===== config.mk =====
export PLATFORM = sky130hd
export DESIGN_NAME = tli_divider
export DESIGN_NICKNAME = d
export VERILOG_FILES = /design/src/rtl/tli_pkg.sv /design/src/rtl/tli_divider.sv
export SDC_FILE = /design/constraint.sdc
export NUM_CORES = 1
export LEC_CHECK = 0
export ABC_CLOCK_PERIOD_IN_PS = 3300
export BUFFER_PORTS_ARGS = -buffer_cell sky130_fd_sc_hd__buf_4
export CORE_UTILIZATION = 46
export DETAILED_ROUTE_END_ITERATION = 10
export PLACE_DENSITY = 0.72
export SYNTH_ARGS = -nofsm -noshare
export SYNTH_HDL_FRONTEND = slang
export SYNTH_SLANG_ARGS = --single-unit

===== constraint.sdc =====
create_clock -name i_clk -period 3.3 [get_ports i_clk]
set_clock_uncertainty 0.15 [all_clocks]
set_input_delay 0.495 -clock i_clk [delete_from_list [all_inputs] [get_ports i_clk]]
set_output_delay 0.495 -clock i_clk [all_outputs]
set_load 0.01 [all_outputs]

===== src/rtl/tli_pkg.sv =====
`timescale 1ns / 1ps
// ----------------------------------------------------------------------------
// tli_pkg
// Shared types and constants of the table linear interpolator.
// ----------------------------------------------------------------------------
package tli_pkg;

    localparam int DATA_W          = 32;
    localparam int PROD_W          = 2 * DATA_W;
    localparam int CMD_W           = 2;
    localparam int STATUS_W        = 3;
    localparam int TABLE_DEPTH_DEF = 64;

    // command codes
    localparam logic [CMD_W-1:0] CMD_CLEAR = 2'd0;
    localparam logic [CMD_W-1:0] CMD_LOAD  = 2'd1;
    localparam logic [CMD_W-1:0] CMD_QUERY = 2'd2;
    localparam logic [CMD_W-1:0] CMD_NOP   = 2'd3;

    // status codes
    localparam logic [STATUS_W-1:0] ST_DONE   = 3'd0;
    localparam logic [STATUS_W-1:0] ST_MATCH  = 3'd1;
    localparam logic [STATUS_W-1:0] ST_INTERP = 3'd2;
    localparam logic [STATUS_W-1:0] ST_OOB    = 3'd3;
    localparam logic [STATUS_W-1:0] ST_FULL   = 3'd4;

    typedef enum logic [2:0] {
        S_IDLE,
        S_SCAN,
        S_PREP,
        S_MUL,
        S_DIV,
        S_FIN
    } t_state;

endpackage


===== src/rtl/tli_divider.sv =====
`timescale 1ns / 1ps
// ----------------------------------------------------------------------------
// tli_divider
// Restoring divider, one quotient bit per cycle. The upper half of the
// dividend must be below the divisor, so the quotient fits DATA_W bits.
// ----------------------------------------------------------------------------
module tli_divider (
    input  logic                          i_clk,
    input  logic                          i_rst_n,
    input  logic                          i_start,
    input  logic [tli_pkg::PROD_W-1:0]    i_dividend,
    input  logic [tli_pkg::DATA_W-1:0]    i_divisor,
    output logic                          o_done,
    output logic [tli_pkg::DATA_W-1:0]    o_quotient
);
    import tli_pkg::*;

    localparam int CNT_W = $clog2(DATA_W);

    logic [DATA_W-1:0] r_rem, r_quo, r_div;
    logic [CNT_W-1:0]  r_cnt;
    logic              r_busy, r_done;

    logic [DATA_W:0]   w_rem_sh;
    logic              w_ge;

    assign w_rem_sh = {r_rem, r_quo[DATA_W-1]};
    assign w_ge     = (w_rem_sh >= {1'b0, r_div});

    always_ff @(posedge i_clk) begin
        if (!i_rst_n) begin
            r_busy <= 1'b0;
            r_done <= 1'b0;
            r_cnt  <= '0;
        end else begin
            r_done <= 1'b0;
            if (i_start) begin
                r_busy <= 1'b1;
                r_cnt  <= CNT_W'(DATA_W - 1);
            end else if (r_busy) begin
                r_cnt <= r_cnt - 1'b1;
                if (r_cnt == '0) begin
                    r_busy <= 1'b0;
                    r_done <= 1'b1;
                end
            end
        end
    end

    always_ff @(posedge i_clk) begin
        if (i_start) begin
            r_rem <= i_dividend[PROD_W-1:DATA_W];
            r_quo <= i_dividend[DATA_W-1:0];
            r_div <= i_divisor;
        end else if (r_busy) begin
            r_rem <= w_ge ? DATA_W'(w_rem_sh - {1'b0, r_div}) : w_rem_sh[DATA_W-1:0];
            r_quo <= {r_quo[DATA_W-2:0], w_ge};
        end
    end

    assign o_done     = r_done;
    assign o_quotient = r_quo;

endmodule


==> metrics.cfg <==
[power]
p_total_mw = 5.20
peakVddDrop_mv = 0.380
power_density_nw_per_um2 = 642
leakage_nw = 3.38

[worst_hold_path]
worstHoldPathCells = 1
hold_path_class = input pin to register
min_from = i_divisor[25]
hold_end = r_div[25]

[clock_network]
clock_latency_ps = 360
clkSinkCount = 103
cts-root-buf = clkbuf_16
cts_tree = done
numCtsBuffers = 9
htreeDepth = 3
cts.reportedPaths.clkPinSlew_ps = 70
clockBufferDepth = 2
cts_hold_buf = 0

[placed_design]
portBuffers = 131
placedCellCount = 847
gp_congestion = 0.846
post-dp-hpwl_mm = 9.90
place_area_um2 = 7510

[setup_path]
cp.required_ps = 3260
arrival_ps = 3170
startpoint = r_rem[5]
startpoint_type = register
cp_max_fo = 6
criticalPathCategory = register to register
regToRegSetupSlack_ps = 90
endpoint_kind = register
rr_startpoint = r_rem[5]
r2r_cells = 13
reg2reg_to = r_rem[0]

[logic_synthesis]
syn_area_um2 = 6160
seq_area_frac_synth_pct = 49.1
synth-async-reset-ratio_pct = 0
synth_flop_cell = edfxtp_1
ys_types = 57
synth-seq-cells = 103
synth_edf_count = 96
syn_area_per_cell_um2 = 11.2
syn_nets = 684
netlist_instances = 550
synth_warnings = 0

[sta]
tightest_slew_ps = 579
slew_headroom_pct = 61.4
report.final.slew_viol_count = 0
rsz0062_at_grt = true
period_share_pct = 97.3
hold_viol_final = 0
fmax_mhz = 312
finalSetupViolations = 0
fin_crit_ps = 3210
hold-worst-slack_ps = 159

[detailed_routing]
vias = 4731
drc = 0
drt-total-wl_mm = 14.2
wl_met1_mm = 6.13
vias_per_cell = 5.39
routed.top_layer = met4
wl_met2_mm = 6.78
wl_met3_mm = 1.07
first_iter_violations = 320
wire_per_inst_um = 16.2
ant_nets = 0
first_pass_iters = 4

[layout]
final_cells = 877
area_growth_pct = 31.5
fin_nets = 834
layout.cells.most_common = buf_4
fin_area_um2 = 8090
multiInputGateArea_um2 = 3040
drive_gt1_share_pct = 36.0
final_cell_mix = 158 x buf_4, 96 x edfxtp_1, 52 x nand2_1
fillers = 1050
regArea_um2 = 3020
diodes = 0

[status]
status = finished, final reports clean

[grt]
first_global_vias = 4849
grt_pass1_wl_mm = 22.7
grt-ovfl-total = 0
antenna_found_initial = 0
track_usage_pct = 20.4
grt_max_degree = 65

[floorplanning]
initial_core_util_pct = 48.0
die_w_um = 118
core_um2 = 12800
row_count = 41
num_io_pins = 132
fp.dieH_um = 118
die_area_um2 = 13800

[flow_run]
max-cap-violations = 0

layer usage:
layer  vias up  global-route usage [%]
met3        20                    7.32
met5         -                       0
met4         0                    5.53
li1       2351                       -
met1      2211                    25.0
met2       149                    33.7
flip-flops by register name, summed over array words and instances, names as in the netlist:
name        cells
r_div          32
o_quotient     32
r_busy          1
r_cnt           5
o_done          1
r_rem          32
cell type report:
cell class	instances	share of cell area [%]
inverter	42	1.95
timing repair buffer	168	17.0
clock inverter	7	0.696
tap	172	2.66
clock buffer	9	2.78
sequential	103	37.3
multi-input combinational	376	37.5
cell families (layout without fill, tap and decap cells):
logic type | Yosys count | count (layout) | synth area share (%)
AOI/OAI and AO/OA | 145 | 145 | 17.6
buffers and inverters | 71 | 226 | 4.41
xor gates and xnor gates | 30 | 30 | 4.27
DFF | 103 | 103 | 49.1
and+or+nand+nor | 128 | 128 | 10.5
adders and majority gates | 35 | 35 | 7.24
muxes | 38 | 38 | 6.83
report_power, final:
| part | internal [mW] | switching [mW] |
|---|---|---|
| Clock | 0.523 | 0.507 |
| Combinational | 1.16 | 1.18 |
| Sequential | 1.70 | 0.127 |
| Total | 3.38 | 1.82 |
worst max path at each step:
| stage | endpoint |
|---|---|
| after floorplan | r_rem[24] |
| after global routing | r_rem[26] |
| after detailed placement | r_rem[24] |
| final | r_rem[0] |
| after CTS | r_rem[24] |
| after global placement | r_rem[24] |
through the flow:
step	util, %	setup TNS (ps)	setup WS, ps
finish	63.1	0	90.3
global route	63.1	-350	-72.4
CTS	60.8	0	13.1
detailed placement	58.5	-18.9	-18.9
global placement	58.5	0	37.8
floorplan	-	0	34.4
critical path, stage by stage, from the launching register on:
cell	delay, ps
edfxtp_1	440
ha_4	320
inv_2	50
or3_4	400
a211oi_4	240
o21ai_2	90
a21oi_2	160
o21bai_2	100
a31oi_4	230
a41oi_4	140
buf_6	160
buf_12	130
mux2i_1	110
mux2_2	260
synth_stat cells, types with 4 or more instances:
cell       n  area, um^2
a211oi_1   4        30.0
a21o_1    19         143
a21oi_1   35         175
buf_2      4        20.0
clkbuf_1  22        82.6
dfxtp_1    7         140
edfxtp_1  96        2880
ha_1      34         425
inv_1     42         158
mux2_2    32         360
mux2i_1    6        60.1
nand2_1   53         199
nand2b_1   4        25.0
nand3_1    4        20.0
nand3b_1  23         173
nor2_1    18        67.6
nor2b_1    6        37.5
nor3_1     6        30.0
o21a_1    10        75.1
o21ai_0   15        75.1
o21bai_1   8        60.1
o311ai_1  18         158
xnor2_1   11        96.3
xor2_1    19         166
timing repair:
| item | in CTS | in global routing |
|---|---|---|
| gates cloned | 0 | 2 |
| endpoints found under the setup margin | 1 | 22 |
| pin swaps | 0 | 23 |
| setup buffers | 0 | 12 |
| gates resized for setup | 1 | 30 |
Power figures use the tool's default switching activity.
